<file path="src/rtl/core/ssbt_pkg.sv">
// Shared constants, codes and types for the swap segment block translator.
package ssbt_pkg;

    localparam int MAP_ENTRIES = 64;
    localparam int ADDR_BITS   = 24;
    localparam int IDX_W       = $clog2(MAP_ENTRIES);
    localparam int CNT_W       = $clog2(MAP_ENTRIES + 1);
    localparam int INDEX_W     = 6;
    localparam int CHUNK_W     = 21;
    localparam int BLK_W       = CHUNK_W + 1;
    localparam int CFG_W       = 24;
    localparam int CFG_IDX_W   = 2;
    localparam int S_TDATA_W   = 80;
    localparam int M_TDATA_W   = 48;

    localparam logic [CHUNK_W-1:0]   MIN_CHUNK_RST      = CHUNK_W'(32);
    localparam logic [CHUNK_W-1:0]   MAX_CHUNK_RST      = CHUNK_W'(1024);
    localparam logic [ADDR_BITS-1:0] SWAP_BLOCKS_RST    = '1;
    localparam logic [ADDR_BITS-1:0] SEGMENT_BLOCKS_RST = '0;

    typedef enum logic {
        OP_WRITE     = 1'b0,
        OP_TRANSLATE = 1'b1
    } op_t;

    typedef enum logic [1:0] {
        STATUS_OK           = 2'd0,
        STATUS_BEYOND_SEG   = 2'd1,
        STATUS_BEYOND_SWAP  = 2'd2,
        STATUS_BEYOND_TABLE = 2'd3
    } status_t;

    typedef enum logic [CFG_IDX_W-1:0] {
        REG_MIN_CHUNK      = 2'd0,
        REG_MAX_CHUNK      = 2'd1,
        REG_SWAP_BLOCKS    = 2'd2,
        REG_SEGMENT_BLOCKS = 2'd3
    } reg_idx_t;

    typedef struct packed {
        logic done;
        logic beyond_table;
    } walk_status_t;

endpackage

</file>
<file path="src/rtl/core/ssbt_ram.sv">
// Generic single write port, single read port RAM with registered read data.
module ssbt_ram #(
    parameter int WIDTH = 8,
    parameter int DEPTH = 16
) (
    input  logic                     clk,
    input  logic                     we,
    input  logic [$clog2(DEPTH)-1:0] waddr,
    input  logic [WIDTH-1:0]         wdata,
    input  logic                     re,
    input  logic [$clog2(DEPTH)-1:0] raddr,
    output logic [WIDTH-1:0]         rdata
);

    logic [WIDTH-1:0] mem [DEPTH];

    always_ff @(posedge clk)
    begin
        if (we)
        begin
            mem[waddr] <= wdata;
        end
        if (re)
        begin
            rdata <= mem[raddr];
        end
    end

endmodule

</file>
<file path="src/rtl/core/ssbt_walk.sv">
// Chunk walker: one shared subtract and compare steps through one chunk per cycle.
module ssbt_walk import ssbt_pkg::*; (
    input  logic                 clk,
    input  logic                 rst_n,
    input  logic                 start,
    input  logic [ADDR_BITS-1:0] start_off,
    input  logic [CHUNK_W-1:0]   min_chunk,
    input  logic [CHUNK_W-1:0]   max_chunk,
    output walk_status_t         stat,
    output logic [IDX_W-1:0]     idx,
    output logic [ADDR_BITS-1:0] off_rem,
    output logic [BLK_W-1:0]     blk
);

    logic                 busy_reg, busy_next;
    logic [ADDR_BITS-1:0] off_reg, off_next;
    logic [BLK_W-1:0]     blk_reg, blk_next;
    logic [CNT_W-1:0]     cnt_reg, cnt_next;

    logic [ADDR_BITS:0]   diff;
    logic                 ge;
    logic [CNT_W-1:0]     cnt_inc;
    logic                 at_end;

    always_comb
    begin
        diff    = {1'b0, off_reg} - (ADDR_BITS + 1)'(blk_reg);
        ge      = ~diff[ADDR_BITS];
        cnt_inc = cnt_reg + 1'b1;
        at_end  = (cnt_inc == CNT_W'(MAP_ENTRIES));

        stat.done         = busy_reg && (!ge || at_end);
        stat.beyond_table = busy_reg && ge && at_end;

        busy_next = busy_reg;
        off_next  = off_reg;
        blk_next  = blk_reg;
        cnt_next  = cnt_reg;

        if (start)
        begin
            busy_next = 1'b1;
            off_next  = start_off;
            // A zero minimum chunk counts as one block.
            blk_next  = (min_chunk == '0) ? BLK_W'(1) : BLK_W'(min_chunk);
            cnt_next  = '0;
        end
        else if (busy_reg)
        begin
            if (ge)
            begin
                off_next = diff[ADDR_BITS-1:0];
                if (blk_reg < BLK_W'(max_chunk))
                begin
                    blk_next = {blk_reg[BLK_W-2:0], 1'b0};
                end
                cnt_next = cnt_inc;
            end
            if (!ge || at_end)
            begin
                busy_next = 1'b0;
            end
        end
    end

    always_ff @(posedge clk or negedge rst_n)
    begin
        if (!rst_n)
        begin
            busy_reg <= 1'b0;
            off_reg  <= '0;
            blk_reg  <= '0;
            cnt_reg  <= '0;
        end
        else
        begin
            busy_reg <= busy_next;
            off_reg  <= off_next;
            blk_reg  <= blk_next;
            cnt_reg  <= cnt_next;
        end
    end

    assign idx     = cnt_reg[IDX_W-1:0];
    assign off_rem = off_reg;
    assign blk     = blk_reg;

endmodule

</file>
<file path="src/rtl/core/swap_segment_block_translate.sv">
// Top level of the swap segment block translator: sequencer, checks and result path.
//
// Input words arrive on the s_ group. s_tuser selects the operation: a write
// word loads one chunk table entry, a translate word maps virt_offset and
// length onto the first contiguous disk run. Every input word yields exactly
// one output word on the m_ group: disk_base and run_length in m_tdata and
// the status code in m_tuser. Any error status comes with zero data fields.
// Configuration registers are written through cfg_wr_en, cfg_addr and
// cfg_wdata, one register per cycle, and should only change while idle.
//
// One word is in work at a time; s_tready is high only while the sequencer
// is idle. A write word or a segment overflow goes from S_WRITE or S_SEG to
// S_DONE, which hands its result to the output register. A translate word
// goes through S_SEG, S_WALK, S_RUN, S_POS and S_FIN to S_DONE; in S_WALK
// the walker's single subtract and compare unit steps over at most 63 chunks,
// one chunk per cycle. A walk past the last table entry goes from S_WALK
// straight to S_DONE. The result sits in an output register,
// so a stalled receiver does not block the next input word; only that word's
// result waits until the register is free. Reset idles the sequencer, drops
// m_tvalid and loads the configuration reset values; the table is not cleared.
module swap_segment_block_translate import ssbt_pkg::*; (
    input  logic                 clk,
    input  logic                 rst_n,
    // Input stream.
    input  logic                 s_tvalid,
    output logic                 s_tready,
    // tdata from bit 0: entry_index[5:0], entry_base[29:6], virt_offset[53:30],
    // length[77:54], reverse[78], zero fill[79].
    input  logic [S_TDATA_W-1:0] s_tdata,
    // tuser: operation[0].
    input  logic                 s_tuser,
    // Output stream.
    output logic                 m_tvalid,
    input  logic                 m_tready,
    // tdata from bit 0: disk_base[23:0], run_length[47:24].
    output logic [M_TDATA_W-1:0] m_tdata,
    // tuser: status[1:0].
    output logic [1:0]           m_tuser,
    // Configuration write port.
    input  logic                 cfg_wr_en,
    input  logic [CFG_IDX_W-1:0] cfg_addr,
    input  logic [CFG_W-1:0]     cfg_wdata
);

    typedef enum logic [2:0] {
        S_IDLE,
        S_WRITE,
        S_SEG,
        S_WALK,
        S_RUN,
        S_POS,
        S_FIN,
        S_DONE
    } fsm_t;

    // Configuration registers.
    logic [CHUNK_W-1:0]   min_chunk_reg;
    logic [CHUNK_W-1:0]   max_chunk_reg;
    logic [ADDR_BITS-1:0] swap_blocks_reg;
    logic [ADDR_BITS-1:0] segment_blocks_reg;

    always_ff @(posedge clk or negedge rst_n)
    begin
        if (!rst_n)
        begin
            min_chunk_reg      <= MIN_CHUNK_RST;
            max_chunk_reg      <= MAX_CHUNK_RST;
            swap_blocks_reg    <= SWAP_BLOCKS_RST;
            segment_blocks_reg <= SEGMENT_BLOCKS_RST;
        end
        else if (cfg_wr_en)
        begin
            unique case (reg_idx_t'(cfg_addr))
                REG_MIN_CHUNK:      min_chunk_reg      <= cfg_wdata[CHUNK_W-1:0];
                REG_MAX_CHUNK:      max_chunk_reg      <= cfg_wdata[CHUNK_W-1:0];
                REG_SWAP_BLOCKS:    swap_blocks_reg    <= cfg_wdata[ADDR_BITS-1:0];
                REG_SEGMENT_BLOCKS: segment_blocks_reg <= cfg_wdata[ADDR_BITS-1:0];
            endcase
        end
    end

    // Sequencer state and data path registers.
    fsm_t                 state_reg, state_next;
    logic [INDEX_W-1:0]   index_reg, index_next;
    logic [ADDR_BITS-1:0] base_in_reg, base_in_next;
    logic [ADDR_BITS-1:0] off_reg, off_next;
    logic [ADDR_BITS-1:0] len_reg, len_next;
    logic                 rev_reg, rev_next;
    logic [ADDR_BITS-1:0] entry_reg, entry_next;
    logic [BLK_W-1:0]     room_reg, room_next;
    logic [ADDR_BITS-1:0] run_reg, run_next;
    logic [BLK_W-1:0]     pos_reg, pos_next;
    logic                 swap_err_reg, swap_err_next;
    logic [ADDR_BITS-1:0] res_base_reg, res_base_next;
    logic [ADDR_BITS-1:0] res_run_reg, res_run_next;
    status_t              res_status_reg, res_status_next;
    logic                 m_tvalid_reg, m_tvalid_next;
    logic [ADDR_BITS-1:0] m_base_reg, m_base_next;
    logic [ADDR_BITS-1:0] m_run_reg, m_run_next;
    status_t              m_status_reg, m_status_next;

    // Walker and table interface.
    logic                 walk_start;
    walk_status_t         walk_stat;
    logic [IDX_W-1:0]     walk_idx;
    logic [ADDR_BITS-1:0] walk_off;
    logic [BLK_W-1:0]     walk_blk;
    logic                 ram_we;
    logic                 ram_re;
    logic [ADDR_BITS-1:0] ram_rdata;

    // Arithmetic used by single states.
    logic                 s_accept;
    logic                 out_free;
    logic [ADDR_BITS:0]   seg_sum;
    logic [ADDR_BITS:0]   swap_sum;
    logic [BLK_W-1:0]     room_calc;
    logic [ADDR_BITS-1:0] sum_base;

    ssbt_walk u_walk (
        .clk       (clk),
        .rst_n     (rst_n),
        .start     (walk_start),
        .start_off (off_reg),
        .min_chunk (min_chunk_reg),
        .max_chunk (max_chunk_reg),
        .stat      (walk_stat),
        .idx       (walk_idx),
        .off_rem   (walk_off),
        .blk       (walk_blk)
    );

    ssbt_ram #(
        .WIDTH (ADDR_BITS),
        .DEPTH (MAP_ENTRIES)
    ) u_table (
        .clk   (clk),
        .we    (ram_we),
        .waddr (IDX_W'(index_reg)),
        .wdata (base_in_reg),
        .re    (ram_re),
        .raddr (walk_idx),
        .rdata (ram_rdata)
    );

    always_comb
    begin
        s_accept = s_tvalid && s_tready;
        out_free = !m_tvalid_reg || m_tready;

        // Segment bound check: offset plus length against the segment size.
        seg_sum   = {1'b0, off_reg} + {1'b0, len_reg};
        // Swap device check: chunk base plus chunk size against the device size.
        swap_sum  = {1'b0, ram_rdata} + (ADDR_BITS + 1)'(walk_blk);
        // The offset left after the walk is below the chunk size, so it fits BLK_W.
        room_calc = walk_blk - walk_off[BLK_W-1:0];
        sum_base  = entry_reg + ADDR_BITS'(pos_reg);

        state_next      = state_reg;
        index_next      = index_reg;
        base_in_next    = base_in_reg;
        off_next        = off_reg;
        len_next        = len_reg;
        rev_next        = rev_reg;
        entry_next      = entry_reg;
        room_next       = room_reg;
        run_next        = run_reg;
        pos_next        = pos_reg;
        swap_err_next   = swap_err_reg;
        res_base_next   = res_base_reg;
        res_run_next    = res_run_reg;
        res_status_next = res_status_reg;
        m_tvalid_next   = m_tvalid_reg && !m_tready;
        m_base_next     = m_base_reg;
        m_run_next      = m_run_reg;
        m_status_next   = m_status_reg;

        walk_start = 1'b0;
        ram_we     = 1'b0;
        ram_re     = 1'b0;

        unique case (state_reg)
            S_IDLE:
            begin
                if (s_accept)
                begin
                    index_next   = s_tdata[5:0];
                    base_in_next = s_tdata[29:6];
                    off_next     = s_tdata[53:30];
                    len_next     = s_tdata[77:54];
                    rev_next     = s_tdata[78];
                    state_next   = (op_t'(s_tuser) == OP_WRITE) ? S_WRITE : S_SEG;
                end
            end

            S_WRITE:
            begin
                res_base_next = '0;
                res_run_next  = '0;
                if (32'(index_reg) >= MAP_ENTRIES)
                begin
                    res_status_next = STATUS_BEYOND_TABLE;
                end
                else
                begin
                    ram_we          = 1'b1;
                    res_status_next = STATUS_OK;
                end
                state_next = S_DONE;
            end

            S_SEG:
            begin
                if (seg_sum > {1'b0, segment_blocks_reg})
                begin
                    res_base_next   = '0;
                    res_run_next    = '0;
                    res_status_next = STATUS_BEYOND_SEG;
                    state_next      = S_DONE;
                end
                else
                begin
                    walk_start = 1'b1;
                    state_next = S_WALK;
                end
            end

            S_WALK:
            begin
                if (walk_stat.done)
                begin
                    if (walk_stat.beyond_table)
                    begin
                        res_base_next   = '0;
                        res_run_next    = '0;
                        res_status_next = STATUS_BEYOND_TABLE;
                        state_next      = S_DONE;
                    end
                    else
                    begin
                        ram_re     = 1'b1;
                        state_next = S_RUN;
                    end
                end
            end

            S_RUN:
            begin
                entry_next    = ram_rdata;
                swap_err_next = (swap_sum > {1'b0, swap_blocks_reg});
                room_next     = room_calc;
                run_next      = (len_reg < ADDR_BITS'(room_calc)) ? len_reg
                                                                  : ADDR_BITS'(room_calc);
                state_next    = S_POS;
            end

            S_POS:
            begin
                // Reverse places the run so that it ends at the chunk size minus the remaining offset.
                pos_next   = rev_reg ? (room_reg - BLK_W'(run_reg)) : walk_off[BLK_W-1:0];
                state_next = S_FIN;
            end

            S_FIN:
            begin
                if (swap_err_reg)
                begin
                    res_base_next   = '0;
                    res_run_next    = '0;
                    res_status_next = STATUS_BEYOND_SWAP;
                end
                else
                begin
                    res_base_next   = sum_base;
                    res_run_next    = run_reg;
                    res_status_next = STATUS_OK;
                end
                state_next = S_DONE;
            end

            S_DONE:
            begin
                if (out_free)
                begin
                    m_tvalid_next = 1'b1;
                    m_base_next   = res_base_reg;
                    m_run_next    = res_run_reg;
                    m_status_next = res_status_reg;
                    state_next    = S_IDLE;
                end
            end

            default:
            begin
                state_next = S_IDLE;
            end
        endcase
    end

    always_ff @(posedge clk or negedge rst_n)
    begin
        if (!rst_n)
        begin
            state_reg      <= S_IDLE;
            index_reg      <= '0;
            base_in_reg    <= '0;
            off_reg        <= '0;
            len_reg        <= '0;
            rev_reg        <= 1'b0;
            entry_reg      <= '0;
            room_reg       <= '0;
            run_reg        <= '0;
            pos_reg        <= '0;
            swap_err_reg   <= 1'b0;
            res_base_reg   <= '0;
            res_run_reg    <= '0;
            res_status_reg <= STATUS_OK;
            m_tvalid_reg   <= 1'b0;
            m_base_reg     <= '0;
            m_run_reg      <= '0;
            m_status_reg   <= STATUS_OK;
        end
        else
        begin
            state_reg      <= state_next;
            index_reg      <= index_next;
            base_in_reg    <= base_in_next;
            off_reg        <= off_next;
            len_reg        <= len_next;
            rev_reg        <= rev_next;
            entry_reg      <= entry_next;
            room_reg       <= room_next;
            run_reg        <= run_next;
            pos_reg        <= pos_next;
            swap_err_reg   <= swap_err_next;
            res_base_reg   <= res_base_next;
            res_run_reg    <= res_run_next;
            res_status_reg <= res_status_next;
            m_tvalid_reg   <= m_tvalid_next;
            m_base_reg     <= m_base_next;
            m_run_reg      <= m_run_next;
            m_status_reg   <= m_status_next;
        end
    end

    assign s_tready = (state_reg == S_IDLE);
    assign m_tvalid = m_tvalid_reg;
    assign m_tdata  = {m_run_reg, m_base_reg};
    assign m_tuser  = m_status_reg;

endmodule

</file>
<file path="config.mk">
export PLATFORM = sky130hd
export DESIGN_NAME = swap_segment_block_translate
export DESIGN_NICKNAME = d
export VERILOG_FILES = /design/src/rtl/core/ssbt_pkg.sv /design/src/rtl/core/ssbt_ram.sv /design/src/rtl/core/ssbt_walk.sv /design/src/rtl/core/swap_segment_block_translate.sv
export SDC_FILE = /design/constraint.sdc
export NUM_CORES = 2
export LEC_CHECK = 0
export ABC_AREA = 0
export BUFFER_PORTS_ARGS = -buffer_cell sky130_fd_sc_hd__buf_4
export CORE_MARGIN = 2
export CORE_UTILIZATION = 30
export DETAILED_ROUTE_END_ITERATION = 8
export GPL_TIMING_DRIVEN = 0
export PLACE_DENSITY = 0.48
export SLEW_MARGIN = 20
export SYNTH_ARGS = -nofsm -noshare
export SYNTH_HDL_FRONTEND = slang
export SYNTH_SLANG_ARGS = --single-unit
export TNS_END_PERCENT = 100
</file>
<file path="constraint.sdc">
create_clock -name clk -period 5.4 [get_ports clk]
set_clock_uncertainty 0.1 [all_clocks]
set_input_delay 0.54 -clock clk [delete_from_list [all_inputs] [get_ports clk]]
set_output_delay 0.54 -clock clk [all_outputs]
set_load 0.1 [all_outputs]
</file>
Word-level counts from Yosys, hierarchy flattened

Memories as Yosys holds them, arrays and structs flattened. A register that Yosys moved wholly into a read port is not among the register bits.
Index checks and enable logic that the tools add are counted.

Add/subtract/negate cells: 7
Multiply operators: 0
Divide/modulo/power cells: 0
$lt $le $gt $ge: 4
Eq/ne operators: 17
Shifts and indexed selects: 0
Muxes and demuxes: 45
Bitwise logic cells: 1
Reduce and logical (&&, ||, !) cells: 26

Operator list:

| operator                                               | count |
|---|---|
| two-way mux 24 bit                                     | 9 |
| case mux 24 bit (4 select lines)                       | 2 |
| two-way mux 22 bit                                     | 5 |
| > comparator 25 x 24 -> 1 bit                          | 2 |
| subtractor 22 bit                                      | 2 |
| adder 24 x 22 -> 25 bit                                | 1 |
| adder 24 x 24 -> 25 bit                                | 1 |
| subtractor 24 x 22 -> 25 bit                           | 1 |
| adder 24 x 22 -> 24 bit                                | 1 |
| less-than comparator 24 x 22 -> 1 bit                  | 1 |
| less-than comparator 22 x 21 -> 1 bit                  | 1 |
| logical NOT 21 bit                                     | 1 |
| two-way mux 21 bit                                     | 1 |
| two-way mux 7 bit                                      | 3 |
| case mux 3 bit (7 select lines)                        | 1 |
| AND reduction 2 bit                                    | 7 |
| two-way mux 1 bit                                      | 13 |
| equality test 3 bit (second input constant)            | 4 |
| two-way mux 2 bit                                      | 6 |
| two-way mux 3 bit                                      | 4 |
| inequality test 2 x 1 -> 1 bit (second input constant) | 4 |
| case mux 2 bit (4 select lines)                        | 1 |
| adder 7 x 1 -> 7 bit (second input constant)           | 1 |
| equality test 7 bit (second input constant)            | 1 |
| 16 further kinds                                       | 27 |

Register bits: 420
Latch bits: 0
RAM bits: 1,536
ROM bits: 0
Bits of input ports: 112
Output and inout bits: 52
Memories: 1

Memory list:

| name        | words | bits a word | rd ports | clocked after Yosys merged registers in | write ports | line           | source |
|---|---|---|---|---|---|---|---|
| u_table.mem | 64    | 24          | 1        | 1                                       | 1           | ssbt_ram.sv:15 | `logic [WIDTH-1:0] mem [DEPTH];` |

Longest topological paths before layout

Depth in word-level cells: 7
Gate-level depth with buffers: 24

Modules after synthesis

From an unflattened synthesis, not the netlist that was laid out.

Cell total of the unflattened synthesis: 5,160
Area, all modules: 85,054.1 um^2

By module, submodules not included:

| module                       | times used | cells each | area an instance (um^2) | sequential area each (um^2) |
|---|---|---|---|---|
| ssbt_ram                     | 1          | 2,610      | 59,535.8                | 46,844.9 |
| swap_segment_block_translate | 1          | 1,995      | 20,892.5                | 9,191.3 |
| ssbt_walk                    | 1          | 555        | 4,625.7                 | 1,351.3 |

Least setup slack after synthesis

Ideal clock, no wire load.

Path type: flip-flop to flip-flop
Start point: register u_walk.blk_reg[2] (netlist: u_walk.blk[2])
End point: register u_table.rdata[0], read port of u_table.mem, enable pin
Setup time: 466 ps
Arrival: 4,407 ps
Slack: 427 ps
Stages on the path, launching flop included: 9
Path buffers: 0
Period minus slack after synthesis: 4,973 ps
Cells stage by stage: dfrtp_1 -> inv_1 -> ha_1 -> nor2b_4 -> o31a_4 -> o311a_1 -> a211oi_2 -> o31ai_2 -> nor4_1

Cells in the longest elaborated chain, start to end: 7
Elaborated cells between the ends (all ways): 9
Classes of those cells: 1 x add/sub; 3 x mux; 1 x bitwise; 4 x reduce/logical

RTL lines:

| what                            | line                                | source |
|---|---|---|
| start: declaration              | ssbt_walk.sv:17                     | `logic [BLK_W-1:0] blk_reg, blk_next;` |
| start signal: assignment        | ssbt_walk.sv:79                     | `blk_reg <= blk_next;` |
| subtractor 24 x 22 -> 25 bit *  | ssbt_walk.sv:27                     | `diff = {1'b0, off_reg} - (ADDR_BITS + 1)'(blk_reg);` |
| NOT 1 bit                       | ssbt_walk.sv:28                     | `ge = ~diff[ADDR_BITS];` |
| logical AND 1 bit (2 in series) | ssbt_walk.sv:33                     | `stat.beyond_table = busy_reg && ge && at_end;` |
| two-way mux 1 bit               | swap_segment_block_translate.sv:232 | `if (walk_stat.beyond_table)` |
| two-way mux 1 bit *             | swap_segment_block_translate.sv:230 | `if (walk_stat.done)` |
| two-way mux 1 bit *             | swap_segment_block_translate.sv:182 | `unique case (state_reg)` |
| named net ram_re                | swap_segment_block_translate.sv:109 | `logic ram_re;` |
| end: declaration                | ssbt_ram.sv:12                      | `output logic [WIDTH-1:0] rdata` |

The timed path passes the listed nets; every way through them passes the cells marked *.
A chain may end at the register's enable or synchronous reset.

Final worst setup path

Start point: register len_reg[6]
End point: register u_walk.off_reg[4] (netlist: u_walk.off_rem[4])

Cells in the longest elaborated chain, start to end: 6
Elaborated cells between the ends (all ways): 8
Classes of those cells: 1 x add/sub; 1 x order compare; 1 x eq/ne; 3 x mux; 2 x reduce/logical

RTL lines:

| what                                                                                         | line                                | source |
|---|---|---|
| start: declaration                                                                           | swap_segment_block_translate.sv:87  | `logic [ADDR_BITS-1:0] len_reg, len_next;` |
| start signal: assignment                                                                     | swap_segment_block_translate.sv:329 | `len_reg <= len_next;` |
| adder 24 x 24 -> 25 bit *                                                                    | swap_segment_block_translate.sv:152 | `seg_sum = {1'b0, off_reg} + {1'b0, len_reg};` |
| > comparator 25 x 24 -> 1 bit *                                                              | swap_segment_block_translate.sv:214 | `if (seg_sum > {1'b0, segment_blocks_reg})` |
| two-way mux 1 bit *                                                                          | swap_segment_block_translate.sv:214 |  |
| two-way mux 1 bit *                                                                          | swap_segment_block_translate.sv:182 |  |
| inequality test 2 x 1 -> 1 bit (no source line) / nonzero test 2 bit (equally long branches) | n/a                                 |  |
| AND reduction 2 bit (no source line)                                                         | n/a                                 |  |
| end signal: assignment                                                                       | ssbt_walk.sv:78                     | `off_reg <= off_next;` |
| end: declaration                                                                             | ssbt_walk.sv:16                     | `logic [ADDR_BITS-1:0] off_reg, off_next;` |

Mark *: on every way between the ends. The rest lies on a longest branch, timed or not.

==> impl_metrics.xml <==
<?xml version="1.0" encoding="UTF-8"?>
<metrics>
  <group name="outcome">
    <metric name="outcome" unit="">finished clean</metric>
  </group>
  <group name="drt">
    <metric name="route.detailed.wl_per_inst" unit="um">28.1</metric>
    <metric name="route.antenna.remaining_nets" unit="">0</metric>
    <metric name="drcViolationCount" unit="">0</metric>
    <metric name="drt_iter0_drc" unit="">4002</metric>
    <metric name="drt_pre_antenna_iters" unit="">6</metric>
    <metric name="detail_route.vias_per_cell" unit="">5.02</metric>
    <metric name="finalWirelength" unit="um">261000</metric>
    <metric name="via_count" unit="">46500</metric>
  </group>
  <group name="final_layout">
    <metric name="number_of_flip_flops_in_the_largest_register" unit="">1536</metric>
    <metric name="sequential_cell_area" unit="um^2">57500</metric>
    <metric name="layout_common_cells" unit="">sky130_fd_sc_hd__edfxtp_1, sky130_fd_sc_hd__mux4_2, sky130_fd_sc_hd__dfrtp_1</metric>
    <metric name="multi_input_gate_area" unit="um^2">25900</metric>
    <metric name="top_register" unit="">u_table.mem</metric>
    <metric name="post_route_cells_drive_above_1_share" unit="%">28.1</metric>
    <metric name="num-nets-final" unit="">5702</metric>
    <metric name="filler_cell_count" unit="">26200</metric>
    <metric name="layout_commonest_cell" unit="">sky130_fd_sc_hd__edfxtp_1</metric>
    <metric name="final_cell_count_no_fill" unit="">9267</metric>
    <metric name="area_grow_syn2layout" unit="%">20.2</metric>
  </group>
  <group name="power_and_ir_drop">
    <metric name="total_leakage_power" unit="uW">0.0307</metric>
    <metric name="fin_total_pwr" unit="uW">31500</metric>
    <metric name="power-per-cell-area" unit="nW/um^2">312</metric>
    <metric name="irDropWorstVdd" unit="mV">0.252</metric>
  </group>
  <group name="global_routing">
    <metric name="grt_overflow_total" unit="">0</metric>
    <metric name="grt_max_degree" unit="">91</metric>
    <metric name="grt_first_pass_wirelength" unit="um">366000</metric>
    <metric name="grt_util_all_layers" unit="%">18.1</metric>
    <metric name="grt_pass1_vias" unit="">47200</metric>
    <metric name="grt_antenna_before_repair" unit="">28</metric>
  </group>
  <group name="placement">
    <metric name="dpl.hpwl" unit="um">189000</metric>
    <metric name="port_buffers" unit="">162</metric>
    <metric name="dp_cells" unit="">8759</metric>
    <metric name="routability_congestion" unit="">0.898</metric>
  </group>
  <group name="timing">
    <metric name="max-slew-margin-rel" unit="%">24.9</metric>
    <metric name="report.final.hold_viol_count" unit="">0</metric>
    <metric name="setup-violations-final" unit="">0</metric>
    <metric name="final_max_slew_viol_count" unit="">0</metric>
    <metric name="max_slew.worst_pin.slew" unit="ps">1130</metric>
    <metric name="max_freq" unit="GHz">0.191</metric>
    <metric name="layout_worst_path_cycle_share" unit="%">96.8</metric>
    <metric name="period_needed" unit="ps">5230</metric>
    <metric name="rsz0062_at_grt" unit="">no</metric>
  </group>
  <group name="critical_path">
    <metric name="critical_path.startpoint_type" unit="">flop</metric>
    <metric name="end_kind" unit="">flop</metric>
    <metric name="reg2reg_depth" unit="">21</metric>
    <metric name="cp_max_fo" unit="">10</metric>
    <metric name="rr_endpoint" unit="">u_walk.off_rem[4]$_DFFE_PN0P_</metric>
    <metric name="worst_r2r_startpoint" unit="">len_reg[6]$_DFFE_PN0P_</metric>
    <metric name="critical_path_arrival" unit="ps">5900</metric>
    <metric name="r2r_slack" unit="ps">170</metric>
    <metric name="worst-setup-path-type" unit="">reg -&gt; reg</metric>
    <metric name="worst_endpoint_required_time" unit="ps">6070</metric>
  </group>
  <group name="die">
    <metric name="die-area" unit="um^2">285000</metric>
    <metric name="ios" unit="">164</metric>
    <metric name="floorplan.die.height" unit="um">534</metric>
    <metric name="floorplan.initialDensity" unit="%">30.1</metric>
    <metric name="die_x" unit="um">534</metric>
    <metric name="fp.coreArea" unit="um^2">279000</metric>
    <metric name="floorplan.rows" unit="">194</metric>
  </group>
  <group name="synthesis">
    <metric name="syn_nets" unit="">5115</metric>
    <metric name="synth_cell_type_count" unit="">83</metric>
    <metric name="post_synth_inst_count" unit="">4775</metric>
    <metric name="mapped_cell_area" unit="um^2">84100</metric>
    <metric name="postSynth.asyncResetShare" unit="%">21.2</metric>
    <metric name="primary_ff_master_synth" unit="">sky130_fd_sc_hd__edfxtp_1</metric>
    <metric name="syn_avg_cell_area" unit="um^2">17.6</metric>
    <metric name="synth_edf_count" unit="">1560</metric>
    <metric name="yosys_warnings" unit="">0</metric>
    <metric name="flops_latches_synth" unit="">1980</metric>
    <metric name="seq_area_frac_synth" unit="%">68.2</metric>
  </group>
  <group name="worst_hold_path">
    <metric name="hold_path_end" unit="">min_chunk_reg[20]$_DFFE_PN0P_</metric>
    <metric name="holdCritPathClass" unit="">in -&gt; reg</metric>
    <metric name="holdPathStages" unit="">3</metric>
    <metric name="min-delay-start" unit="">cfg_addr[1]</metric>
  </group>
  <group name="cts">
    <metric name="htreeDepth" unit="">4</metric>
    <metric name="tritoncts" unit="">done</metric>
    <metric name="clock_sinks" unit="">1980</metric>
    <metric name="clk_pin_slew_worst_setup_hold_paths" unit="ps">70</metric>
    <metric name="cts_buffer_depth" unit="">4</metric>
    <metric name="tritoncts.num_buffers" unit="">213</metric>
    <metric name="insertion_delay" unit="ps">900</metric>
    <metric name="cts.root.buffer_cell" unit="">sky130_fd_sc_hd__clkbuf_16</metric>
  </group>
  <group name="flow_run">
    <metric name="drv.max_cap_violation_count" unit="">0</metric>
  </group>
</metrics>
-- area by class of cell --
cell class	instances	share of cell area, %
Timing Repair Buffer	374	4.59
Buffer	217	1.01
Sequential cell	1980	56.8
Inverter	180	0.668
Multi-Input combinational cell	2396	25.6
Tap cell	3724	4.61
Clock buffer	275	5.72
Clock inverter	112	0.940
Antenna cell	9	0.0223
-- layer usage --
layer	vias up	global-route usage, %	share of wire, %
met2	1241	29.9	49
met3	343	2.98	5.1
li1	20100	-	-
met1	24800	24.6	44
met4	6	4.73	2.7
met5	-	0	0.018
-- critical path, stage by stage (launching register included) --
cell and delay, ps:
sky130_fd_sc_hd__dfrtp_2 450, sky130_fd_sc_hd__ha_4 260, sky130_fd_sc_hd__a21o_1 190, sky130_fd_sc_hd__a21o_1 180, sky130_fd_sc_hd__a21o_1 190, sky130_fd_sc_hd__a2111o_1 520, sky130_fd_sc_hd__a21o_1 220, sky130_fd_sc_hd__o21a_1 230
sky130_fd_sc_hd__a21oi_1 160, sky130_fd_sc_hd__o21bai_1 90, sky130_fd_sc_hd__xor2_1 270, sky130_fd_sc_hd__ha_1 300, sky130_fd_sc_hd__buf_4 130, sky130_fd_sc_hd__nand3_1 60, sky130_fd_sc_hd__a21boi_0 100, sky130_fd_sc_hd__o31a_1 280
sky130_fd_sc_hd__a2111oi_4 380, sky130_fd_sc_hd__and4_1 280, sky130_fd_sc_hd__buf_6 160, sky130_fd_sc_hd__buf_2 300, sky130_fd_sc_hd__nand2_1 170, sky130_fd_sc_hd__o21ai_1 110
-- how the worst max path moves through the flow --
| stage | depth (start not counted) | from | slack [ps] | endpoint |
|---|---|---|---|---|
| 2_1_floorplan | 8 | u_walk.blk[2]$_DFFE_PN0P_ | 430 | u_table.rdata[0]$_DFFE_PP_ |
| 3_3_place_gp | 8 | u_walk.blk[2]$_DFFE_PN0P_ | -1620 | u_table.rdata[2]$_DFFE_PP_ |
| 3_5_place_dp | 20 | len_reg[0]$_DFFE_PN0P_ | -1300 | u_walk.off_rem[0]$_DFFE_PN0P_ |
| 4_1_cts | 18 | u_walk.blk[8]$_DFFE_PN0P_ | 20 | run_reg[21]$_DFFE_PN0P_ |
| 5_1_grt | 21 | len_reg[6]$_DFFE_PN0P_ | 6 | u_walk.off_rem[3]$_DFFE_PN0P_ |
| 6_report | 21 | len_reg[6]$_DFFE_PN0P_ | 170 | u_walk.off_rem[4]$_DFFE_PN0P_ |
-- synthesized netlist by cell type (all sizes together) (15+ instances only) --
master | instances | area share [%]
edfxtp | 1560 | 56
mux4 | 504 | 13
dfrtp | 394 | 12
nand2 | 269 | 1.2
ha | 222 | 3.3
mux2 | 218 | 2.9
o21ai | 181 | 1.1
nor2 | 180 | 0.80
inv | 178 | 0.79
a21oi | 152 | 0.92
clkbuf | 135 | 0.60
buf | 84 | 0.52
xnor2 | 67 | 0.70
a21o | 66 | 0.59
a22o | 47 | 0.49
xor2 | 44 | 0.46
mux2i | 39 | 0.46
nand3 | 38 | 0.23
nor3 | 37 | 0.23
o21a | 28 | 0.25
nor2b | 27 | 0.21
dfstp | 26 | 0.81
nand2b | 23 | 0.17
nand4 | 23 | 0.17
and3 | 20 | 0.15
a31oi | 18 | 0.13
o211ai | 16 | 0.14
o21bai | 16 | 0.14
a211oi | 15 | 0.14
-- kinds of logic after synthesis --
kind of cell / count (synthesis) / share of synthesized area (%)
compound gates: 622 / 4.77
xor+xnor: 111 / 1.16
flops: 1980 / 68.2
buf+inv: 399 / 1.93
mux: 761 / 16.9
fa+ha+maj: 228 / 3.44
simple gates: 674 / 3.63
-- what timing repair did --
action	4_1_cts	5_1_grt
pin swaps	7	14
setup buffers	2	5
hold endpoints to repair	256	0
gates resized for setup	40	36
endpoints found under the setup margin	127	126
cloned	0	0
hold buffers	106	0
-- stage by stage --
stage          setup TNS, ps  worst slack, ps  utilization (%)  hold WS, ps  cell area (um^2)
4_1_cts                    0             23.8             36.1         47.1            101000
6_report                   0              173             36.2          114            101000
5_1_grt                    0             5.89             36.2         91.7            101000
3_5_place_dp         -126840            -1300             33.3          373             92900
2_1_floorplan              0              427                -          144             84100
3_3_place_gp        -1398240            -1620             32.2          367             90000
-- power by group --
group / internal [uW] / switching, uW / total [uW]
clock: 8270 / 6110 / 14400
combinational: 322 / 333 / 656
sequential: 16400 / 77.4 / 16500
total: 25000 / 6520 / 31500
Note: power is estimated with default switching activity, not from simulation.
